[config.mk]
export PLATFORM = sky130hd
export DESIGN_NAME = serial_pixel_frame_loader
export DESIGN_NICKNAME = d
export VERILOG_FILES = /design/src/sv/spfl_pkg.sv /design/src/sv/spfl_ram.sv /design/src/sv/spfl_ctrl.sv /design/src/sv/serial_pixel_frame_loader.sv
export SDC_FILE = /design/constraint.sdc
export NUM_CORES = 2
export LEC_CHECK = 0
export BUFFER_PORTS_ARGS = -buffer_cell sky130_fd_sc_hd__buf_2
export CORE_AREA = 3 3 346 348
export DETAILED_ROUTE_END_ITERATION = 8
export DIE_AREA = 0 0 349 351
export GPL_ROUTABILITY_DRIVEN = 0
export PLACE_DENSITY = 0.75
export SLEW_MARGIN = 20
export SYNTH_ARGS = -nofsm -noshare
export SYNTH_HDL_FRONTEND = slang
export SYNTH_HIERARCHICAL = 1
export SYNTH_SLANG_ARGS = --single-unit
export TNS_END_PERCENT = 50
[constraint.sdc]
create_clock -name aclk -period 3.8 [get_ports aclk]
set_input_delay 0.38 -clock aclk [delete_from_list [all_inputs] [get_ports aclk]]
set_output_delay 0.38 -clock aclk [all_outputs]
set_load 0.05 [all_outputs]
[src/sv/spfl_pkg.sv]
package spfl_pkg;

    localparam int BYTE_W     = 8;
    localparam int COLOR_W    = 24;
    localparam int S_TDATA_W  = 16;
    localparam int M_TDATA_W  = 40;
    localparam int APB_ADDR_W = 3;
    localparam int APB_DATA_W = 32;

    localparam logic [BYTE_W-1:0] SYNC_RESET = 8'hFF;

    // Register index as decoded from paddr[2].
    localparam logic REG_SYNC_VALUE = 1'b0;

    // Color pointer and channel codes.
    localparam logic [1:0] CH_RED   = 2'd0;
    localparam logic [1:0] CH_GREEN = 2'd1;
    localparam logic [1:0] CH_BLUE  = 2'd2;

    typedef enum logic [1:0] {
        LINK_NORMAL = 2'd0,
        LINK_ERROR  = 2'd1,
        LINK_WAIT   = 2'd2
    } link_t;

    // Decision made for one receive event.
    typedef struct packed {
        logic       wr;
        logic       sync;
        logic [1:0] chan;
        link_t      link;
        logic       ind;
    } step_t;

endpackage

[src/sv/spfl_ram.sv]
module spfl_ram #(
    parameter int WIDTH = 24,
    parameter int DEPTH = 64
) (
    input  logic                     aclk,
    input  logic                     we,
    input  logic [$clog2(DEPTH)-1:0] waddr,
    input  logic [WIDTH-1:0]         wdata,
    input  logic                     re,
    input  logic [$clog2(DEPTH)-1:0] raddr,
    output logic [WIDTH-1:0]         rdata
);

    logic [WIDTH-1:0] mem_reg [DEPTH];
    logic [WIDTH-1:0] rdata_reg;

    always_ff @(posedge aclk) begin
        if (we) begin
            mem_reg[waddr] <= wdata;
        end
        if (re) begin
            rdata_reg <= mem_reg[raddr];
        end
    end

    assign rdata = rdata_reg;

endmodule

[src/sv/spfl_ctrl.sv]
module spfl_ctrl #(
    parameter int PIXEL_COUNT = 64
) (
    input  logic                           aclk,
    input  logic                           aresetn,
    input  logic                           accept,
    input  logic                           byte_present,
    input  logic [spfl_pkg::BYTE_W-1:0]    rx_byte,
    input  logic                           err_flag,
    input  logic [spfl_pkg::BYTE_W-1:0]    sync_value,
    output spfl_pkg::step_t                step,
    output logic [$clog2(PIXEL_COUNT)-1:0] pix,
    output logic                           pix_filled
);

    import spfl_pkg::*;

    localparam int PW = $clog2(PIXEL_COUNT);
    localparam logic [PW-1:0] LAST_PIX = PW'(PIXEL_COUNT - 1);

    link_t          link_reg, link_next, link_eff;
    logic [1:0]     color_reg, color_next;
    logic [PW-1:0]  pix_reg, pix_next;
    logic [PW:0]    fill_reg, fill_next;
    logic           ind_reg, ind_next;
    logic [BYTE_W-1:0] rcv;
    logic           is_sync;
    logic           wr;
    logic           sync;
    logic [1:0]     chan;

    assign rcv      = byte_present ? rx_byte : '0;
    assign is_sync  = (rcv == sync_value);
    // An error flag puts the link into the error state before the event is handled.
    assign link_eff = err_flag ? LINK_ERROR : link_reg;

    always_comb begin
        case (link_eff)
            LINK_WAIT: begin
                link_next = is_sync ? LINK_NORMAL : LINK_WAIT;
            end
            LINK_NORMAL: begin
                link_next = LINK_NORMAL;
            end
            default: begin
                link_next = LINK_WAIT;
            end
        endcase
    end

    always_comb begin
        wr         = 1'b0;
        sync       = 1'b0;
        chan       = CH_RED;
        ind_next   = ind_reg;
        color_next = color_reg;
        pix_next   = pix_reg;
        case (link_eff)
            LINK_WAIT: begin
                if (is_sync) begin
                    sync       = 1'b1;
                    color_next = CH_RED;
                    pix_next   = '0;
                end
            end
            LINK_NORMAL: begin
                ind_next = 1'b0;
                if (is_sync) begin
                    sync       = 1'b1;
                    color_next = CH_RED;
                    pix_next   = '0;
                end else begin
                    wr = 1'b1;
                    case (color_reg)
                        CH_GREEN: begin
                            chan       = CH_GREEN;
                            color_next = CH_BLUE;
                        end
                        CH_BLUE: begin
                            chan       = CH_BLUE;
                            color_next = CH_RED;
                            pix_next   = (pix_reg == LAST_PIX) ? '0 : pix_reg + 1'b1;
                        end
                        default: begin
                            chan       = CH_RED;
                            color_next = CH_GREEN;
                        end
                    endcase
                end
            end
            default: begin
                ind_next = 1'b1;
            end
        endcase
    end

    // Pixels are only ever written from the pointer, which never passes the
    // fill count, so every pixel below the count has been written at least once.
    assign fill_next = (wr && ({1'b0, pix_reg} == fill_reg)) ? fill_reg + 1'b1 : fill_reg;

    always_ff @(posedge aclk) begin
        if (!aresetn) begin
            link_reg  <= LINK_NORMAL;
            color_reg <= CH_RED;
            pix_reg   <= '0;
            fill_reg  <= '0;
            ind_reg   <= 1'b0;
        end else if (accept) begin
            link_reg  <= link_next;
            color_reg <= color_next;
            pix_reg   <= pix_next;
            fill_reg  <= fill_next;
            ind_reg   <= ind_next;
        end
    end

    assign step.wr    = wr;
    assign step.sync  = sync;
    assign step.chan  = chan;
    assign step.link  = link_next;
    assign step.ind   = ind_next;
    assign pix        = pix_reg;
    assign pix_filled = ({1'b0, pix_reg} < fill_reg);

endmodule

[src/sv/serial_pixel_frame_loader.sv]
// Each accepted event passes through the stage B registers and then the result register.
// Throughput: one event per cycle while the sink does not hold back results; the frame
// store is read at acceptance and written when the event leaves stage B, through its single
// write port, with a bypass for back-to-back events on the same pixel.
// Reset (aresetn low, synchronous) clears the link state, pointers, indicator and
// fill count; the frame store then reads as zero with no clearing pass.
module serial_pixel_frame_loader #(
    parameter int PIXEL_COUNT = 64
) (
    input  logic                              aclk,
    input  logic                              aresetn,
    input  logic                              s_tvalid,
    output logic                              s_tready,
    // [0] byte_present, [8:1] rx_byte, [9] overrun_flag, [10] framing_flag
    input  logic [spfl_pkg::S_TDATA_W-1:0]    s_tdata,
    output logic                              m_tvalid,
    input  logic                              m_tready,
    // [0] write_done, [6:1] written_pixel, [8:7] written_channel,
    // [32:9] pixel_color, [33] sync_seen, [35:34] link_status, [36] error_indicator
    output logic [spfl_pkg::M_TDATA_W-1:0]    m_tdata,
    input  logic                              psel,
    input  logic                              penable,
    input  logic                              pwrite,
    input  logic [spfl_pkg::APB_ADDR_W-1:0]   paddr,
    input  logic [spfl_pkg::APB_DATA_W-1:0]   pwdata,
    output logic [spfl_pkg::APB_DATA_W-1:0]   prdata,
    output logic                              pready
);

    import spfl_pkg::*;

    localparam int PW = $clog2(PIXEL_COUNT);

    logic              accept;
    logic              b_adv;
    logic              in_present;
    logic [BYTE_W-1:0] in_byte;
    logic              in_err;
    logic [BYTE_W-1:0] sync_reg;
    step_t             a_step;
    logic [PW-1:0]     a_pix;
    logic              a_filled;

    logic              b_valid_reg;
    step_t             b_step_reg;
    logic [PW-1:0]     b_pix_reg;
    logic [BYTE_W-1:0] b_byte_reg;
    logic              b_filled_reg;
    logic              b_fwd_reg;
    logic              ram_we;
    logic [COLOR_W-1:0] ram_rdata;
    logic [COLOR_W-1:0] base_color;
    logic [COLOR_W-1:0] merged;
    logic [COLOR_W-1:0] last_wr_reg;

    logic                 m_valid_reg;
    logic [M_TDATA_W-1:0] m_data_reg;
    logic [M_TDATA_W-1:0] m_data_next;

    // Configuration port
    assign pready = 1'b1;

    always_ff @(posedge aclk) begin
        if (!aresetn) begin
            sync_reg <= SYNC_RESET;
        end else if (psel && penable && pwrite && (paddr[2] == REG_SYNC_VALUE)) begin
            sync_reg <= pwdata[BYTE_W-1:0];
        end
    end

    assign prdata = (paddr[2] == REG_SYNC_VALUE) ?
                    {{(APB_DATA_W - BYTE_W){1'b0}}, sync_reg} : '0;

    // Input side
    assign in_present = s_tdata[0];
    assign in_byte    = s_tdata[8:1];
    assign in_err     = s_tdata[9] | s_tdata[10];

    assign b_adv    = !m_valid_reg || m_tready;
    assign s_tready = !b_valid_reg || b_adv;
    assign accept   = s_tvalid && s_tready;

    spfl_ctrl #(
        .PIXEL_COUNT (PIXEL_COUNT)
    ) u_ctrl (
        .aclk         (aclk),
        .aresetn      (aresetn),
        .accept       (accept),
        .byte_present (in_present),
        .rx_byte      (in_byte),
        .err_flag     (in_err),
        .sync_value   (sync_reg),
        .step         (a_step),
        .pix          (a_pix),
        .pix_filled   (a_filled)
    );

    always_ff @(posedge aclk) begin
        if (!aresetn) begin
            b_valid_reg <= 1'b0;
        end else if (s_tready) begin
            b_valid_reg <= accept;
        end
    end

    always_ff @(posedge aclk) begin
        if (accept) begin
            b_step_reg   <= a_step;
            b_pix_reg    <= a_pix;
            b_byte_reg   <= in_present ? in_byte : '0;
            b_filled_reg <= a_filled;
            // The pixel being written back this very edge is not in the read data yet.
            b_fwd_reg    <= ram_we && (b_pix_reg == a_pix);
        end
    end

    // Frame store and pixel merge
    assign ram_we = b_valid_reg && b_adv && b_step_reg.wr;

    spfl_ram #(
        .WIDTH (COLOR_W),
        .DEPTH (PIXEL_COUNT)
    ) u_store (
        .aclk  (aclk),
        .we    (ram_we),
        .waddr (b_pix_reg),
        .wdata (merged),
        .re    (accept),
        .raddr (a_pix),
        .rdata (ram_rdata)
    );

    assign base_color = b_fwd_reg ? last_wr_reg : (b_filled_reg ? ram_rdata : '0);

    always_comb begin
        case (b_step_reg.chan)
            CH_GREEN: merged = {base_color[23:16], b_byte_reg, base_color[7:0]};
            CH_BLUE:  merged = {base_color[23:8], b_byte_reg};
            default:  merged = {b_byte_reg, base_color[15:0]};
        endcase
    end

    always_ff @(posedge aclk) begin
        if (ram_we) begin
            last_wr_reg <= merged;
        end
    end

    // Result register
    always_comb begin
        m_data_next        = '0;
        m_data_next[0]     = b_step_reg.wr;
        m_data_next[6:1]   = b_step_reg.wr ? 6'(b_pix_reg) : 6'd0;
        m_data_next[8:7]   = b_step_reg.wr ? b_step_reg.chan : CH_RED;
        m_data_next[32:9]  = b_step_reg.wr ? merged : '0;
        m_data_next[33]    = b_step_reg.sync;
        m_data_next[35:34] = b_step_reg.link;
        m_data_next[36]    = b_step_reg.ind;
    end

    always_ff @(posedge aclk) begin
        if (!aresetn) begin
            m_valid_reg <= 1'b0;
        end else if (b_adv) begin
            m_valid_reg <= b_valid_reg;
        end
    end

    always_ff @(posedge aclk) begin
        if (b_adv && b_valid_reg) begin
            m_data_reg <= m_data_next;
        end
    end

    assign m_tvalid = m_valid_reg;
    assign m_tdata  = m_data_reg;

endmodule

# ---- After elaboration in Yosys (flattened, before gate mapping)
# Memories as Yosys holds them, arrays and structs flattened. A register that Yosys moved wholly into a read port is not among the register bits.
# Cells that the tools add are included.
dict set report word_totals {
  input_bits 58
  word_cells 81
  reg_bits 112
  ram_bits 1536
  n_memories 1
}
dict set report op_classes {
  mux 24
  magnitude_cmp 1
  n_bitwise 3
  n_addsub 2
  reduce_logical 19
  eq_ne 11
}
# name depth width rd rd_ports_with_merged_regs write_ports line
set memory_table {}
lappend memory_table {u_store.mem_reg 64 24 1 1 1 spfl_ram.sv:14} ;# logic [WIDTH-1:0] mem_reg [DEPTH];
# op count
set ops {}
lappend ops {{$mux 24} 2}
lappend ops {{$pmux 24 s2} 1}
lappend ops {{$mux 6} 4}
lappend ops {{$mux 8} 2}
lappend ops {{$pmux 2 s2} 4}
lappend ops {{$pmux 6 s2} 1}
lappend ops {{$eq 8x8->1} 1}
lappend ops {{$logic_and 1x1->1} 8}
lappend ops {{$mux 2} 4}
lappend ops {{$add 7x1->7 const B} 1}
lappend ops {{$eq 6x7->1} 1}
lappend ops {{$lt 6x7->1} 1}
lappend ops {{$add 6x1->6 const B} 1}
lappend ops {{$eq 2x2->1 const B} 3}
lappend ops {{$eq 6x6->1} 1}
lappend ops {{$eq 6x6->1 const B} 1}
lappend ops {{$mux 1} 5}
lappend ops {{$eq 2x1->1 const B} 2}
lappend ops {{$reduce_and 4->1} 1}
lappend ops {{$reduce_or 2->1} 2}
lappend ops {{$ne 3x1->1 const B} 1}
lappend ops {{$reduce_and 3->1} 1}
lappend ops {{$logic_not 1->1} 2}
lappend ops {{$logic_not 2->1} 1}
lappend ops {{7 further kinds} 9}

# ---- Logic depth before layout (Yosys ltp)
dict set report logic_depth {
  ltp_word 6
  depth_mapped 9
  mapped_depth_nobuf 7
}

# ---- Cells and area by module
# The synthesis kept the hierarchy.
# mod area_per_inst_um2 cells_each seq_area_each_um2 instances
set by_module_without_submodules {}
lappend by_module_without_submodules {spfl_ram 59535.8 2610 46844.9 1}
lappend by_module_without_submodules {serial_pixel_frame_loader 4460.5 331 2722.6 1}
lappend by_module_without_submodules {spfl_ctrl 1375.1 167 340.3 1}

# ---- Least setup slack after synthesis
# OpenSTA, ideal clock, no wires.
dict set report synth_timing {
  path_kind {reg2reg}
  startpoint {register m_valid_reg (netlist: m_tvalid)}
  endpoint {memory u_store.mem_reg[48][0] (enable)}
  setup_slack_ns -0.141
  stages_incl_launch_ff 6
  setup_ns 0.435
  required_time_ns 3.365
  arrival_ns 3.506
  path_buffers 0
  cell_sequence {dfxtp_1 > nand2b_1 > and3_1 > nor2b_1 > nand4b_1 > nor3_1}
}
dict set report synth_between {
  elab_chain_len 6
}
# element line
set synth_lines {}
lappend synth_lines {{from (decl)} serial_pixel_frame_loader.sv:56} ;# logic m_valid_reg;
lappend synth_lines {{from (signal assigned)} serial_pixel_frame_loader.sv:165} ;# m_valid_reg <= b_valid_reg;
lappend synth_lines {{$logic_not 1->1} serial_pixel_frame_loader.sv:79} ;# assign b_adv = !m_valid_reg || m_tready;
lappend synth_lines {{$logic_or 1x1->1} serial_pixel_frame_loader.sv:79}
lappend synth_lines {{$logic_and 1x1->1 (2 in series)} serial_pixel_frame_loader.sv:118} ;# assign ram_we = b_valid_reg && b_adv && b_step_reg.wr;
lappend synth_lines {{via ram_we} serial_pixel_frame_loader.sv:50} ;# logic ram_we;
lappend synth_lines {{$mux 1} spfl_ram.sv:18} ;# if (we) begin
lappend synth_lines {{$mux 1 (implied by the code)} spfl_ram.sv:19} ;# mem_reg[waddr] <= wdata;
lappend synth_lines {{to (decl)} spfl_ram.sv:14}
# The timed path passes the listed nets, and every way through them passes these cells.

# ---- Worst setup path after layout
dict set report layout_timing {
  startpoint {register b_step_reg[3] in the netlist's numbering}
  endpoint {memory u_store.mem_reg[46][10], data pin}
}
dict set report layout_between {
  elab_chain_len 2
  elab_cells_between_ends 3
  cone_classes {eq/ne (2); mux (1)}
}
# element line
set layout_lines {}
lappend layout_lines {{from (decl)} serial_pixel_frame_loader.sv:45} ;# step_t b_step_reg;
lappend layout_lines {{from (signal assigned)} serial_pixel_frame_loader.sv:108} ;# b_step_reg <= a_step;
lappend layout_lines {{$eq 2x2->1 or $eq 2x1->1 (tied branches)} serial_pixel_frame_loader.sv:136} ;# case (b_step_reg.chan)
lappend layout_lines {{$pmux 24 s2 *} serial_pixel_frame_loader.sv:136}
lappend layout_lines {{via merged[10]} serial_pixel_frame_loader.sv:53} ;# logic [COLOR_W-1:0] merged;
# Mark *: on every way through the listed nets, which the timed path passes. The rest lies on a longest branch.

==> results.cfg <==
[clocking]
cts-root-buf = clkbuf_16
cts_buffer_depth = 3
post_cts_buffers = 0
cts-htree-levels = 4
clock_sinks = 1671
clkLatencyLatePin_ns = 0.76
clk_pin_slew_ns = 0.06
cts_tree = yes
numCtsBuffers = 155

[die]
io_pins = 133
die-area_um2 = 122500
fp.dieH_um = 351
start_util_pct = 56.10
row_count = 125
die_w_um = 349
core_area_um2 = 116500

[finish]
design_area_um2 = 73810
finalNetCount = 3461
area_growth_pct = 12.91
fin_util_pct = 63.35
largest_reg_flops = 1536
layout-drive-gt1-share_pct = 29.40
n_fill_cell = 7374

[sta]
period_minus_slack_ns = 3.278
hold_viol = 0
slew_headroom_pct = 26.67
worst_pin_slew_ns = 1.100
fin_crit_sh_pct = 86.26
finalSetupViolations = 0
fmax_mhz = 305.1
finClkSkew_ns = 0.03406
setup_slack_ns = 0.5220
rsz0062_at_grt = false
drv_slew = 0

[synth]
synth_flop_cell = edfxtp_1
post_synth.cell_area_avg_um2 = 21.03
yosys_warnings = 6
synth_edf_count = 1644
yosysTopAreaCell = edfxtp_1
synth_seq_cells = 1671
synth-async-reset-ratio_pct = 0
yosysSeqAreaShare_pct = 76.35
yosys.cell_types.count = 72
synthTopCellsByArea = edfxtp_1 (76%), mux4_2 (12%), mux2i_1 (1.5%)
netlist_area_um2 = 65370
synth.top_cell.area_share_pct = 75.52
syn_inst = 3108

[worst_setup_path]
worst-path-max-fanout = 18
critPathKind = reg -> reg
arrival_ns = 3.83
crit_required_ns = 4.36
startpoint_type = flip-flop
crit_path_end_kind = flip-flop

[power_and_ir_drop]
p_total_w = 0.03676
peakVddDrop_uv = 338.9
combPwrFrac_pct = 3.7
switchingPower_w = 0.007554
leakagePower_nw = 23.02
power_frac_clock_pct = 40.3
switching_share_pct = 20.55
power_density_nw_per_um2 = 498.1
seqPwrFrac_pct = 56.0
internal_power_w = 0.02921

[placed_design]
placed_cell_area_um2 = 68780
port_buffers = 73
hpwl_mm = 94.60
place_ws_ns = 0.4882

[hold_path]
min_path_type = in -> reg

[route]
drt-total-wl_mm = 158.9
viasPerCell = 6.597
num_vias = 33270
wl_per_cell_um = 31.49
drc = 0
ant_nets = 0
drtIter0Drc = 4683
dr.pass1.iters = 7

[global_routing]
track_usage_pct = 26.23
grt_pass1_vias = 33020
antenna_found_initial = 5
grt_max_degree = 67
grt_pass1_wl_mm = 230.1
overflow = 0

[outcome]
status = complete, no violations

[job]
drv_cap = 0
==> cells in the mapped netlist (4+ instances only) <==
cell,count
xor2_1,8
nor3_1,8
a31oi_1,13
nand3_1,43
o21a_1,18
buf_2,50
buf_6,12
o21ai_1,6
a21oi_1,32
o22ai_1,57
a221o_1,6
ha_1,14
a22oi_2,5
edfxtp_1,1644
buf_4,69
clkbuf_1,50
o32ai_2,16
mux2_2,53
xnor2_1,4
and3_1,19
inv_1,21
nor2b_1,37
or3_1,12
nand2_1,75
a21oi_2,12
mux2i_1,96
a22oi_1,40
nand4b_1,7
nand3b_1,12
nor2_1,85
buf_1,13
dfxtp_1,27
a221oi_1,52
a21boi_0,5
o211ai_1,4
or2_2,4
mux4_2,355
nand2b_1,11
a21o_1,4
o21ai_0,18
and2_1,48
==> cells by family (layout without fill, tap and decap cells) <==
kind of cell | count (synthesis) | after routing | synth area share, %
flops | 1671 | 1671 | 76.35
mux | 504 | 504 | 14.61
simple gates | 380 | 380 | 3.068
compound gates | 305 | 305 | 3.633
buf+inv | 219 | 602 | 1.895
fa+ha+maj | 14 | 14 | 0.2680
xor+xnor | 12 | 12 | 0.1608
other cells | 3 | 32 | 0.01722
==> worst paths after layout <==
kind	end	slack [ns]	cells past startpoint	startpoint
worst max-delay path	u_store/mem_reg[46][10]	0.52	6	b_step_reg[3]
worst min-delay path	sync_reg[0]	0.06	2	aresetn
worst max register to register	u_store/mem_reg[46][10]	0.52	6	b_step_reg[3]
worst min register to register	m_tdata[36]	0.43	0	b_step_reg[0]
==> power groups by stage <==
stage	clock, W	combinational, W	sequential, W
floorplan	0	0.000690	0.0210
global placement	0	0.00125	0.0210
detailed placement	0	0.00132	0.0210
CTS	0.0150	0.00134	0.0206
global route	0.0157	0.00143	0.0206
finish	0.0148	0.00136	0.0206
==> cells in the final DEF, fill, tap and decap left out, drive strengths merged, types with 37 or more instances in the layout <==
cell / instances
mux4: 355
mux2: 53
buf: 281
nand3: 43
clkinv: 62
a22oi: 45
mux2i: 96
and2: 49
nor2b: 37
clkbuf: 204
o22ai: 59
edfxtp: 1644
nand2: 75
nor2: 87
a221oi: 52
a21oi: 44
==> final cells by class <==
| class | count | area [um^2] | share of cell area (%) |
|---|---|---|---|
| antenna | 3 | 7.507 | 0.01017 |
| clock buffer | 204 | 4252 | 5.760 |
| clock inverter | 81 | 608.1 | 0.8238 |
| inverter | 23 | 86.33 | 0.1170 |
| multi-input combinational | 1244 | 14690 | 19.91 |
| sequential | 1671 | 49920 | 67.64 |
| tap | 1524 | 1907 | 2.583 |
| timing repair buffer | 294 | 2335 | 3.163 |
==> stage by stage <==
stage | TNS, ns | std cells | hold WS [ns]
floorplan | -3.242 | 3134 | 0.4003
global placement | 0 | 4740 | 0.4098
detailed placement | 0 | 4740 | 0.4147
CTS | 0 | 5038 | 0.006699
global route | 0 | 5041 | 0.05232
finish | 0 | 5044 | 0.06220
==> routing by layer <==
layer  global-route usage [%]  wire length [um]  up-vias
li1                         -                 -    13470
met1                    37.54             59790    17320
met2                    40.73             74620     2145
met3                    4.920             17750      345
met4                    10.26              6692        0
met5                        0                 0        -
==> critical path: stages (launching register included) <==
cell and delay, ns:
edfxtp_1 0.43, inv_1 0.09, ha_1 0.50, buf_4 0.27
nand2b_1 0.56, o32ai_4 0.80, buf_4 0.41
==> what timing repair did <==
| action | CTS | global route |
|---|---|---|
| hold buffers | 13 | 0 |
| gates resized for setup | 0 | 0 |
| hold endpoints to repair | 11 | 0 |
(Power assumes the default switching activity.)
